`src/rtl/tsi_ram.sv`:
```
// ----------------------------------------------------------------------------
// tsi_ram
// Simple dual-port RAM: one write port, one read port with registered data.
// ----------------------------------------------------------------------------
module tsi_ram #(
    parameter int unsigned WIDTH = 32,
    parameter int unsigned DEPTH = 16
) (
    input  logic                     i_clk,
    input  logic                     i_we,
    input  logic [$clog2(DEPTH)-1:0] i_waddr,
    input  logic [WIDTH-1:0]         i_wdata,
    input  logic [$clog2(DEPTH)-1:0] i_raddr,
    output logic [WIDTH-1:0]         o_rdata
);

    logic [WIDTH-1:0] r_mem [DEPTH];
    logic [WIDTH-1:0] r_rdata;

    always_ff @(posedge i_clk) begin
        if (i_we) begin
            r_mem[i_waddr] <= i_wdata;
        end
        r_rdata <= r_mem[i_raddr];
    end

    assign o_rdata = r_rdata;

endmodule

```
`config.mk`:
```
export PLATFORM = sky130hd
export DESIGN_NAME = tsi_ram
export DESIGN_NICKNAME = d
export VERILOG_FILES = /design/src/rtl/tsi_ram.sv
export SDC_FILE = /design/constraint.sdc
export NUM_CORES = 1
export LEC_CHECK = 0
export ABC_AREA = 1
export BUFFER_PORTS_ARGS = -buffer_cell sky130_fd_sc_hd__clkbuf_2
export CAP_MARGIN = 15
export CELL_PAD_IN_SITES_DETAIL_PLACEMENT = 1
export CELL_PAD_IN_SITES_GLOBAL_PLACEMENT = 2
export CORE_ASPECT_RATIO = 1.2
export CORE_UTILIZATION = 42
export CTS_CLUSTER_DIAMETER = 50
export DETAILED_ROUTE_END_ITERATION = 10
export PLACE_DENSITY = 0.78
export SYNTH_ARGS = -nofsm -noshare
export SYNTH_HDL_FRONTEND = slang
export SYNTH_SLANG_ARGS = --single-unit
```
`constraint.sdc`:
```
create_clock -name i_clk -period 3.1 [get_ports i_clk]
set_input_delay 0.62 -clock i_clk [delete_from_list [all_inputs] [get_ports i_clk]]
set_output_delay 0.62 -clock i_clk [all_outputs]
set_load 0.1 [all_outputs]
```
==> out/results.ini <==
[worst_setup_path]
cp_num_buf_inv=1
crit_path_end=o_rdata[10]
crit_chain=clkbuf_2
cp_data_required_time_ns=2.48
r2r_end=o_rdata[26]$_DFF_P_
endpoint_kind=output port
critPathKind=register to output port
crit_fanout=1
worst-path-stages=1
cpPeakStageDelay_ns=0.49
rrSetupSlack_ns=2.08
startpoint=o_rdata[10]$_DFF_P_
crit_path_top_delay_cell=clkbuf_2
worstReg2RegStart=r_mem[3][26]$_DFFE_PP_
arrival_ns=1.49
startpoint_type=register
critPathTopFamily=buffers and inverters
reg2reg_depth=6

[cts]
cts_root_buffer=clkbuf_16
clk_pin_slew_ns=0.06
clock_path_buffers=3
insertion_delay_ns=0.62
cts.sinks=544
cts_hold_buf=0
cts_resized=0
cts_setup_buffers=0
cts_buffers=56
cts_tree=yes
h-tree-depth=2

[die]
die-height_um=257
core-area_um2=53500
die_width_um=214
die_area_um2=55100
num_rows=93
start_util=0.425
design.portCount=74

[placement]
detailed_place.area_um2=24000
dp_hpwl_um=28900
gp_congestion=0.753
io_buffers=73

[drt]
wl_met1_um=26000
num_vias=14762
drtAntennaViolNets=0
wl_met3_um=1990
drt-initial-drc-count=821
drc=0
top_layer=met5
wl_um=58900
avgRoutedWirePerCell_um=20.0
dr_wl_met2_um=29200
routed_via_density=5.02
firstDrtPassIters=7

[finish]
diodes=0
nets=2223
multiInputGateArea_um2=4670
fill_cells=5785
syn2layout_area_growth_pct=13.5
drive_gt1_frac=0.0938
final_area_um2=25800
seqCellArea_um2=16000
finish.utilization=0.482

[yosys]
synth_cell_types=15
postSynthCellCount=2120
ys.flop_type=edfxtp_1
ys_seq_area_frac=0.705
syn-mean-instance-area_um2=10.7
async_flop_share=0
synth_nets=2162
ys_ff_latch=544
ys_warn_count=0
synth-edff-count=512
syn-cell-area_um2=22700

[power]
p_total_mw=16.2
p_leak_nw=10.9
ir_worst_vdd_uv=389
p_per_area_nw_per_um2=630

[timing]
period_minus_slack_ns=2.11
maxSlewHeadroom=0.495
rsz0062_at_grt=false
drv_slew=0
setup_violations=0
finClkSkew_ns=0.0262
finalHoldViolCount=0
final.setup.tns_ns=0
finalCritPeriodShare=0.680
tightestPinTransition_ns=0.757
max_freq_mhz=474

[worst_hold_path]
hp-class=input pin to register

[run_status]
status=finished clean

[global_routing]
antenna_found_initial=1
grt_overflow=0
grt_max_degree=152
grt_pass1_vias=15682
grt_pass1_wl_um=90700
grt_util_all_layers=0.218

[run]
cap_viol_max_count=0

==> kinds of logic after synthesis <==
| group | count (synthesis) | synth area share |
|---|---|---|
| flip-flops | 544 | 0.705 |
| buffers and inverters | 495 | 0.0954 |
| AND/OR/NAND/NOR | 1081 | 0.200 |
==> routing by layer <==
metal / up-vias / global-route usage
li1: 6963 / -
met1: 7449 / 0.278
met2: 238 / 0.382
met3: 110 / 0.0316
met4: 2 / 0.0704
met5: - / 0
==> worst register-to-register path, stage by stage, from the launching register on <==
cell      delay, ns
edfxtp_1       0.37
inv_1          0.08
nand2_1        0.06
nand3_1        0.12
nand3_1        0.08
nand3_1        0.12
nand2_1        0.06
==> power breakdown <==
part	switching, mW	internal, mW
Clock	2.81	3.86
Sequential	0.0566	8.22
Combinational	1.02	0.273
Total	3.88	12.4
==> synth_stat cells, types with 2 or more instances <==
cell	n	area, um2
buf_1	14	52.6
inv_1	388	1460
nand2_1	677	2540
nor2_1	17	63.8
dfxtp_1	32	641
edfxtp_1	512	15400
clkbuf_1	14	52.6
buf_6	29	327
buf_4	6	45.0
buf_2	41	205
nand3_1	385	1930
nand3b_1	2	15.0
==> worst min path at each step <==
stage	start	endpoint	slack (ns)	depth (start not counted)
3_3_place_gp	r_mem[10][30]$_DFFE_PP_	o_rdata[30]$_DFF_P_	0.63	6
4_1_cts	i_wdata[21]	r_mem[12][21]$_DFFE_PP_	0.39	1
5_1_grt	i_wdata[2]	r_mem[2][2]$_DFFE_PP_	0.42	1
6_report	i_wdata[6]	r_mem[11][6]$_DFFE_PP_	0.41	1
3_5_place_dp	r_mem[10][15]$_DFFE_PP_	o_rdata[15]$_DFF_P_	0.64	6
2_1_floorplan	r_mem[10][0]$_DFFE_PP_	o_rdata[0]$_DFF_P_	0.61	6
==> placed cells by master (no fill, tap or decap) <==
master	synthesis	layout
nand2_1	677	677
edfxtp_1	512	512
inv_1	388	386
nand3_1	385	385
clkbuf_2	0	70
clkbuf_16	0	57
dfxtp_1	32	32
buf_12	1	23
nor2_4	0	16
buf_4	6	14
clkbuf_1	14	13
clkinv_1	0	11
clkinv_2	0	8
bufinv_16	0	5
clkbuf_8	0	4
inv_6	0	3
clkinvlp_4	0	3
inv_2	1	2
nand3b_1	2	2
clkinv_4	0	2
inv_8	0	1
inv_4	1	1
nor2_1	17	1
==> flip-flops by register name, summed over array words and instances, names as in the netlist <==
signal   cells
o_rdata     32
r_mem      512
==> per-stage QoR <==
step	cells	setup WS, ns	hold WS, ns
finish	2940	0.992	0.412
global route	2940	0.947	0.423
CTS	2940	0.946	0.385
detailed placement	2835	0.855	0.639
global placement	2835	0.911	0.633
floorplan	2120	0.487	0.607
==> area by class of cell <==
cell class,instances,area share
well taps,712,0.0345
flip-flops and latches,544,0.621
clock inverters,32,0.0115
repair buffers,108,0.0360
clock buffers,73,0.0588
multi-input cells,1081,0.181
inverters,390,0.0571
Note: power is estimated with default switching activity, not from simulation.
