===== config.mk =====
export PLATFORM = sky130hd
export DESIGN_NAME = tsi_div
export DESIGN_NICKNAME = d
export VERILOG_FILES = /design/src/rtl/tsi_pkg.sv /design/src/rtl/tsi_div.sv
export SDC_FILE = /design/constraint.sdc
export NUM_CORES = 1
export LEC_CHECK = 0
export ABC_AREA = 1
export BUFFER_PORTS_ARGS = -buffer_cell sky130_fd_sc_hd__clkbuf_2
export CAP_MARGIN = 30
export CELL_PAD_IN_SITES_DETAIL_PLACEMENT = 1
export CELL_PAD_IN_SITES_GLOBAL_PLACEMENT = 1
export CORE_AREA = 4 4 128 130
export DETAILED_ROUTE_END_ITERATION = 7
export DIE_AREA = 0 0 132 134
export PLACE_DENSITY_LB_ADDON = 0.1
export SLEW_MARGIN = 15
export SYNTH_ARGS = -nofsm -noshare
export SYNTH_HDL_FRONTEND = slang
export SYNTH_SLANG_ARGS = --single-unit

===== constraint.sdc =====
create_clock -name i_clk -period 2.75 [get_ports i_clk]
set_input_delay 0.55 -clock i_clk [delete_from_list [all_inputs] [get_ports i_clk]]
set_output_delay 0.55 -clock i_clk [all_outputs]
set_load 0.02 [all_outputs]

===== src/rtl/tsi_pkg.sv =====
// ----------------------------------------------------------------------------
// tsi_pkg
// Types and constants shared by the timestamped sample interpolator.
// ----------------------------------------------------------------------------
package tsi_pkg;

    localparam int unsigned TIME_W  = 32;
    localparam int unsigned POS_W   = 32;
    localparam int unsigned ANG_W   = 16;
    localparam int unsigned ALPHA_W = 16;
    localparam int unsigned DELAY_W = 16;
    localparam int unsigned MODE_W  = 2;

    localparam logic [MODE_W-1:0] MODE_PUSH   = 2'd0;
    localparam logic [MODE_W-1:0] MODE_TICK   = 2'd1;
    localparam logic [MODE_W-1:0] MODE_CLEAR  = 2'd2;
    localparam logic [MODE_W-1:0] MODE_UNUSED = 2'd3;

    localparam logic [2:0] LANE_X     = 3'd0;
    localparam logic [2:0] LANE_Y     = 3'd1;
    localparam logic [2:0] LANE_Z     = 3'd2;
    localparam logic [2:0] LANE_PITCH = 3'd3;
    localparam logic [2:0] LANE_YAW   = 3'd4;
    localparam logic [2:0] LANE_ROLL  = 3'd5;

    localparam logic [DELAY_W-1:0] DELAY_RESET = 16'd100;

    typedef struct packed {
        logic [ANG_W-1:0] roll;
        logic [ANG_W-1:0] yaw;
        logic [ANG_W-1:0] pitch;
        logic [POS_W-1:0] z;
        logic [POS_W-1:0] y;
        logic [POS_W-1:0] x;
    } t_pose;

    localparam int unsigned POSE_W = $bits(t_pose);

    typedef enum logic [3:0] {
        S_IDLE,
        S_SCAN,
        S_DEC,
        S_DIV,
        S_RDA,
        S_RDB,
        S_LATB,
        S_MUL,
        S_ADD,
        S_DONE
    } t_state;

endpackage


===== src/rtl/tsi_div.sv =====
// ----------------------------------------------------------------------------
// tsi_div
// Restoring divider for the interpolation weight: one quotient bit a cycle,
// giving floor(num * 2^16 / den) for num below den.
// ----------------------------------------------------------------------------
module tsi_div (
    input  logic                           i_clk,
    input  logic                           i_rst_n,
    input  logic                           i_start,
    input  logic [tsi_pkg::TIME_W-1:0]     i_num,
    input  logic [tsi_pkg::TIME_W-1:0]     i_den,
    output logic                           o_busy,
    output logic [tsi_pkg::ALPHA_W-1:0]    o_quot
);

    logic [tsi_pkg::TIME_W-1:0]          r_rem, n_rem;
    logic [tsi_pkg::TIME_W-1:0]          r_den;
    logic [tsi_pkg::ALPHA_W-1:0]         r_quot, n_quot;
    logic [$clog2(tsi_pkg::ALPHA_W)-1:0] r_cnt;
    logic                                r_busy;
    logic [tsi_pkg::TIME_W:0]            w_rem2;
    logic [tsi_pkg::TIME_W:0]            w_sub;

    always_comb begin
        w_rem2 = {r_rem, 1'b0};
        w_sub  = w_rem2 - {1'b0, r_den};
        if (w_rem2 >= {1'b0, r_den}) begin
            n_rem  = w_sub[tsi_pkg::TIME_W-1:0];
            n_quot = {r_quot[tsi_pkg::ALPHA_W-2:0], 1'b1};
        end else begin
            n_rem  = w_rem2[tsi_pkg::TIME_W-1:0];
            n_quot = {r_quot[tsi_pkg::ALPHA_W-2:0], 1'b0};
        end
    end

    always_ff @(posedge i_clk) begin
        if (!i_rst_n) begin
            r_busy <= 1'b0;
            r_cnt  <= '0;
        end else if (i_start) begin
            r_busy <= 1'b1;
            r_cnt  <= '0;
        end else if (r_busy) begin
            r_cnt <= r_cnt + 1'b1;
            if (r_cnt == '1) begin
                r_busy <= 1'b0;
            end
        end
    end

    always_ff @(posedge i_clk) begin
        if (i_start) begin
            r_rem  <= i_num;
            r_den  <= i_den;
            r_quot <= '0;
        end else if (r_busy) begin
            r_rem  <= n_rem;
            r_quot <= n_quot;
        end
    end

    assign o_busy = r_busy;
    assign o_quot = r_quot;

endmodule


==> flow_metrics.env, run 1 <==
export IMPL_num_antenna_cells=0
export IMPL_portBuffers=83
export IMPL_cts_buffer_depth=2
export IMPL_grtUsageTotal_pct=20.8
export IMPL_wl_per_cell_um=15.4
export IMPL_synth_fa_ha_area_share_pct=6.85
export IMPL_crit_top_cell="nand2_1"
export IMPL_yosys_warnings=0
export IMPL_cp_buffers_inverters=3
export IMPL_setup_violations_final=0
export IMPL_rows=45
export IMPL_startpoint_type="flip-flop"
export IMPL_setup_total_negative_slack_ps=0
export IMPL_grt_pass1_vias=6114
export IMPL_finalHoldViolations=0
export IMPL_skew_ps=10.5
export IMPL_synth_xor_area_share_pct=1.94
export IMPL_path_clk_slew_ps=70
export IMPL_critical_path_max_stage_delay_ps=410
export IMPL_numCtsBuffers=9
export IMPL_drv_slew=0
export IMPL_worstMarginPinSlew_ps=470
export IMPL_dieWidth_um=132
export IMPL_synth_top_family_by_area="simple AND/OR/NAND/NOR gates"
export IMPL_gr_total_overflow=0
export IMPL_cts_htree_levels=3
export IMPL_yosysSeqAreaShare_pct=37.1
export IMPL_wl_um=18000
export IMPL_syn_area_um2=6320
export IMPL_synth_nets=1005
export IMPL_hold_path_class="in2reg"
export IMPL_timing_rr_end="r_rem[31]"
export IMPL_cts_hold_buf=0
export IMPL_cts_root_buf="clkbuf_16"
export IMPL_drc=0
export IMPL_grt_first_pass_wirelength_um=29900
export IMPL_hold_depth=1
export IMPL_post_cts_buffers=0
export IMPL_fmax_mhz=410
export IMPL_pre_cts_ws_ps=334
export IMPL_path_max_fanout=17
export IMPL_end_kind="flip-flop"
export IMPL_synth_compound_area_share_pct=4.87
export IMPL_r2r_start="r_rem[22]"
export IMPL_coreArea_um2=15100
export IMPL_hpwl_um=14400
export IMPL_p_leak_nw=3.78
export IMPL_cts_tree="done"
export IMPL_avgSynthCellArea_um2=6.99
export IMPL_min_from="i_den[25]"
export IMPL_layout_drive_gt1_share_pct=13.8
export IMPL_reg2reg_slack_ps=310
export IMPL_yosys_area_share_simple_pct=34.7
export IMPL_fp_dieArea_um2=17700
export IMPL_rsz0062_at_grt="false"
export IMPL_synthCells=904
export IMPL_finalCriticalPeriod_ps=2440
export IMPL_io_pins=84
export IMPL_dieHeight_um=134
export IMPL_dr_pass1_iters=5
export IMPL_synthMuxAreaShare_pct=0
export IMPL_gp_congestion=0.965
export IMPL_grt_max_degree=34
export IMPL_antenna_left=0
export IMPL_relSlewSlack_pct=68.6
export IMPL_hold_path_endpoint="r_den[25]"
export IMPL_cp_top_family="simple AND/OR/NAND/NOR gates"
export IMPL_ys_seq_elements=85
export IMPL_via_per_inst=4.90
export IMPL_post_cts_resized=0
export IMPL_cp_slowest_cell="ha_1"
export IMPL_start_util_pct=41.7
export IMPL_max_cap_violations=0
export IMPL_fin_crit_sh_pct=88.6
export IMPL_reg2reg_depth=14
export IMPL_numClockSinks=85
export IMPL_required_ps=2870
export IMPL_power_density_nw_per_um2=713
export IMPL_worstPathCellList="ha_1 > nand2_1 > inv_2 > a21oi_2 > nand2_1 > nand2_1 > nand2_1 > nor2_4 > buf_4 > nand3_1 > nand2_1 > inv_1 > nand2_1 > nand2_1"
export IMPL_drtIter0Drc=208
export IMPL_max_vdd_ir_drop_v=0.000341
export IMPL_antenna_found_initial=0
export IMPL_setup_slack_ps=313
export IMPL_vias=5737
export IMPL_critPathArrivalTime_ps=2550
export IMPL_area_growth_pct=12.4
export IMPL_cp_depth=14
export IMPL_clk_latency_ps=360
export IMPL_nets=1078
export IMPL_synthDistinctLibCells=35
export IMPL_outcome="completed"
export IMPL_crit_type="reg2reg"
power breakdown:
group | internal (mW) | switching (mW)
clock network | 0.616 | 0.540
registers | 1.58 | 0.0749
logic | 0.792 | 1.46
total | 2.99 | 2.08
kinds of logic after synthesis:
kind of cell,after synthesis
flops,85
fa+ha+maj,34
buf+inv,218
xor+xnor,14
simple gates,499
compound gates,54
sequential cells by signal, summed over array words and instances (netlist names):
name	flops
r_rem	32
o_busy	1
r_cnt	4
o_quot	16
r_den	32
through the flow:
step | hold slack (ps) | area (um^2) | utilization (%) | cells | power [mW]
6_report | 359 | 7100 | 46.9 | 1170 | 5.06
5_1_grt | 349 | 7100 | 46.9 | 1170 | 5.50
4_1_cts | 354 | 7100 | 46.9 | 1170 | 5.11
3_5_place_dp | 450 | 6830 | 45.1 | 1154 | 3.92
3_3_place_gp | 439 | 6830 | 45.1 | 1154 | 3.88
2_1_floorplan | 431 | 6320 | - | 904 | 3.32
placed cells by master, fill, tap and decap left out, types with 21 or more instances in the layout:
master | netlist | routed
a21oi_1 | 24 | 24
clkbuf_2 | 0 | 83
dfxtp_1 | 21 | 21
edfxtp_1 | 64 | 64
ha_1 | 33 | 33
inv_1 | 177 | 177
nand2_1 | 327 | 327
nand3_1 | 66 | 66
nand3b_1 | 25 | 25
nor2_1 | 44 | 44
worst register-to-register path: stages, from the launching register on:
cell and delay (ps):
edfxtp_1 400, ha_1 410, nand2_1 160, inv_2 50, a21oi_2 160, nand2_1 100, nand2_1 70, nand2_1 70
nor2_4 170, buf_4 300, nand3_1 120, nand2_1 70, inv_1 40, nand2_1 40, nand2_1 50
how the worst max path moves through the flow:
stage,startpoint,endpoint,slack [ps]
6_report,r_rem[22],r_rem[31],310
5_1_grt,r_rem[20],r_rem[21],110
4_1_cts,r_rem[27],r_rem[31],320
3_5_place_dp,r_rem[27],r_rem[31],330
3_3_place_gp,r_rem[16],r_rem[19],360
2_1_floorplan,i_start,r_rem[0],280
routing by layer:
metal,wire length (um),part of all wire [%],GRT usage [%]
met5,0,0,0
met4,267,1.5,5.72
met3,720,4.0,4.46
met2,8640,48,36.8
met1,8340,46,25.8
final cells by class:
cell class                 instances  area [um^2]
fill                            2033         8040
multi-input combinational        601         3050
sequential                        85         2340
inverter                         184          691
timing repair buffer              96          513
tap                              188          235
clock buffer                      11          233
clock inverter                     5         35.0
cell usage after synthesis:
cell type / count / area share (%)
fa_1: 1 / 0.32
or2_2: 1 / 0.099
o21a_1: 2 / 0.24
buf_4: 15 / 1.8
o21ai_0: 9 / 0.71
inv_1: 177 / 11
nand2_4: 1 / 0.18
and2_1: 5 / 0.50
nor2_4: 2 / 0.36
nor3_1: 3 / 0.24
nand4_1: 9 / 0.89
clkbuf_1: 7 / 0.42
xnor2_1: 13 / 1.8
edfxtp_1: 64 / 30
buf_2: 7 / 0.55
nor2_1: 44 / 2.6
o21bai_1: 3 / 0.36
nand3b_1: 25 / 3.0
nand3_2: 5 / 0.79
nand2_2: 6 / 0.59
a21oi_1: 24 / 1.9
buf_6: 5 / 0.89
inv_2: 5 / 0.30
a41oi_1: 1 / 0.14
nand2_1: 327 / 19
clkinv_1: 2 / 0.12
nand3_1: 66 / 5.2
nor2_2: 3 / 0.30
o22ai_1: 14 / 1.4
nor3_2: 1 / 0.16
ha_1: 33 / 6.5
dfxtp_1: 21 / 6.7
nand2_8: 1 / 0.32
xor2_1: 1 / 0.14
a21oi_2: 1 / 0.14
Power figures use the tool's default switching activity.
==> run 2: changes to the inputs <==
==> constraint.sdc (replaced) <==
create_clock -name i_clk -period 2.75 [get_ports i_clk]
set_input_delay 0.4125 -clock i_clk [delete_from_list [all_inputs] [get_ports i_clk]]
set_output_delay 0.4125 -clock i_clk [all_outputs]
set_load 0.02 [all_outputs]
==> flow_metrics.env, run 2 (synthesized netlist as in run 1, its figures left out) <==
export IMPL_vias=5694
export IMPL_grt_first_pass_wirelength_um=29700
export IMPL_worstMarginPinSlew_ps=478
export IMPL_antenna_left=0
export IMPL_p_leak_nw=3.81
export IMPL_setup_violations_final=0
export IMPL_wl_per_cell_um=15.2
export IMPL_post_cts_buffers=0
export IMPL_io_pins=84
export IMPL_gr_total_overflow=0
export IMPL_grt_max_degree=35
export IMPL_cts_htree_levels=3
export IMPL_drtIter0Drc=234
export IMPL_drc=0
export IMPL_reg2reg_depth=12
export IMPL_fp_dieArea_um2=17700
export IMPL_setup_total_negative_slack_ps=0
export IMPL_numCtsBuffers=9
export IMPL_required_ps=2860
export IMPL_dr_pass1_iters=4
export IMPL_drv_slew=0
export IMPL_cts_hold_buf=0
export IMPL_rows=45
export IMPL_path_clk_slew_ps=70
export IMPL_cts_tree="done"
export IMPL_cts_buffer_depth=2
export IMPL_hold_depth=1
export IMPL_end_kind="flip-flop"
export IMPL_gp_congestion=0.968
export IMPL_relSlewSlack_pct=68.1
export IMPL_outcome="completed"
export IMPL_num_antenna_cells=0
export IMPL_start_util_pct=41.7
export IMPL_portBuffers=83
export IMPL_clk_latency_ps=360
export IMPL_antenna_found_initial=0
export IMPL_max_vdd_ir_drop_v=0.000353
export IMPL_setup_slack_ps=300
export IMPL_fmax_mhz=408
export IMPL_power_density_nw_per_um2=727
export IMPL_finalHoldViolations=0
export IMPL_path_max_fanout=33
export IMPL_layout_drive_gt1_share_pct=14.1
export IMPL_wl_um=17800
export IMPL_area_growth_pct=13.3
export IMPL_nets=1078
export IMPL_dieHeight_um=134
export IMPL_post_cts_resized=0
export IMPL_skew_ps=9.70
export IMPL_cts_root_buf="clkbuf_16"
export IMPL_fillers=2005
export IMPL_grtUsageTotal_pct=20.8
export IMPL_grt_pass1_vias=5987
export IMPL_final_cell_mix="nand2_1, inv_1, clkbuf_2"
export IMPL_dieWidth_um=132
export IMPL_rsz0062_at_grt="false"
export IMPL_multi_input_area_um2=3050
export IMPL_via_per_inst=4.87
export IMPL_coreArea_um2=15100
export IMPL_hold_path_class="in2reg"
export IMPL_crit_type="reg2reg"
export IMPL_pre_cts_ws_ps=295
export IMPL_startpoint_type="flip-flop"
export IMPL_fin_crit_sh_pct=89.1
export IMPL_critPathArrivalTime_ps=2560
export IMPL_power_mw=5.21
export IMPL_hpwl_um=14500
export IMPL_numClockSinks=85
export IMPL_final_seq_area_um2=2340
export IMPL_layout_commonest_cell="nand2_1"
export IMPL_finalCriticalPeriod_ps=2450
export IMPL_max_cap_violations=0
-- run 2: cell count changes in the layout (fill, tap and decap cells not counted) --
cell	previous run	this run
inv_8	0	2
clkinv_8	0	2
clkbuf_16	9	10
inv_6	0	2
clkinv_4	2	0
clkbuf_1	2	0
inv_4	2	0
clkinv_2	1	0
-- run 2: power by group --
part           total, mW  switching [mW]  internal, mW
logic               2.25            1.45         0.792
clock network       1.31           0.604         0.703
registers           1.65          0.0752          1.58
-- run 2: area by class of cell --
cell class | count | area share [%]
well taps | 188 | 3.29
flip-flops and latches | 85 | 32.7
repair buffers | 96 | 7.17
multi-input cells | 601 | 42.7
clock buffers | 10 | 3.50
inverters | 184 | 9.65
clock inverters | 6 | 1.01
-- run 2: stage by stage --
step                cells  hold slack [ps]  utilization [%]  cell area [um^2]
global placement     1154              441             45.1              6830
finish               1170              224             47.3              7160
global route         1170              208             47.3              7160
CTS                  1170              215             47.3              7160
floorplan             904              431                -              6320
detailed placement   1154              450             45.1              6830
-- run 2: worst max-delay path, cell delays in order (launching register included) --
cell      delay (ps)
edfxtp_1         390
ha_1             390
nand2_1          130
nor2_1           290
nand2_1           80
nor2_1           150
nand2_2           90
nor2_4           100
nor2_4            70
nand2_8          220
nand3_1          150
nand2_1           90
nand2_1           50
-- run 2: path summary, 6_finish.rpt --
| path | slack (ps) | start | endpoint |
|---|---|---|---|
| worst max-delay path | 300 | r_rem[5] | r_rem[31] |
| worst min-delay path | 220 | i_den[9] | r_den[9] |
| worst max register to register | 300 | r_rem[5] | r_rem[31] |
| worst min register to register | 460 | o_quot[15] | o_quot[15] |
-- run 2: per-layer routing --
layer / global-route usage [%] / vias to the layer above / share of wire (%)
li1: - / 2943 / -
met1: 26.6 / 2635 / 47
met2: 35.6 / 98 / 46
met3: 3.83 / 18 / 4.0
met4: 6.53 / 0 / 2.1
met5: 0 / - / 0
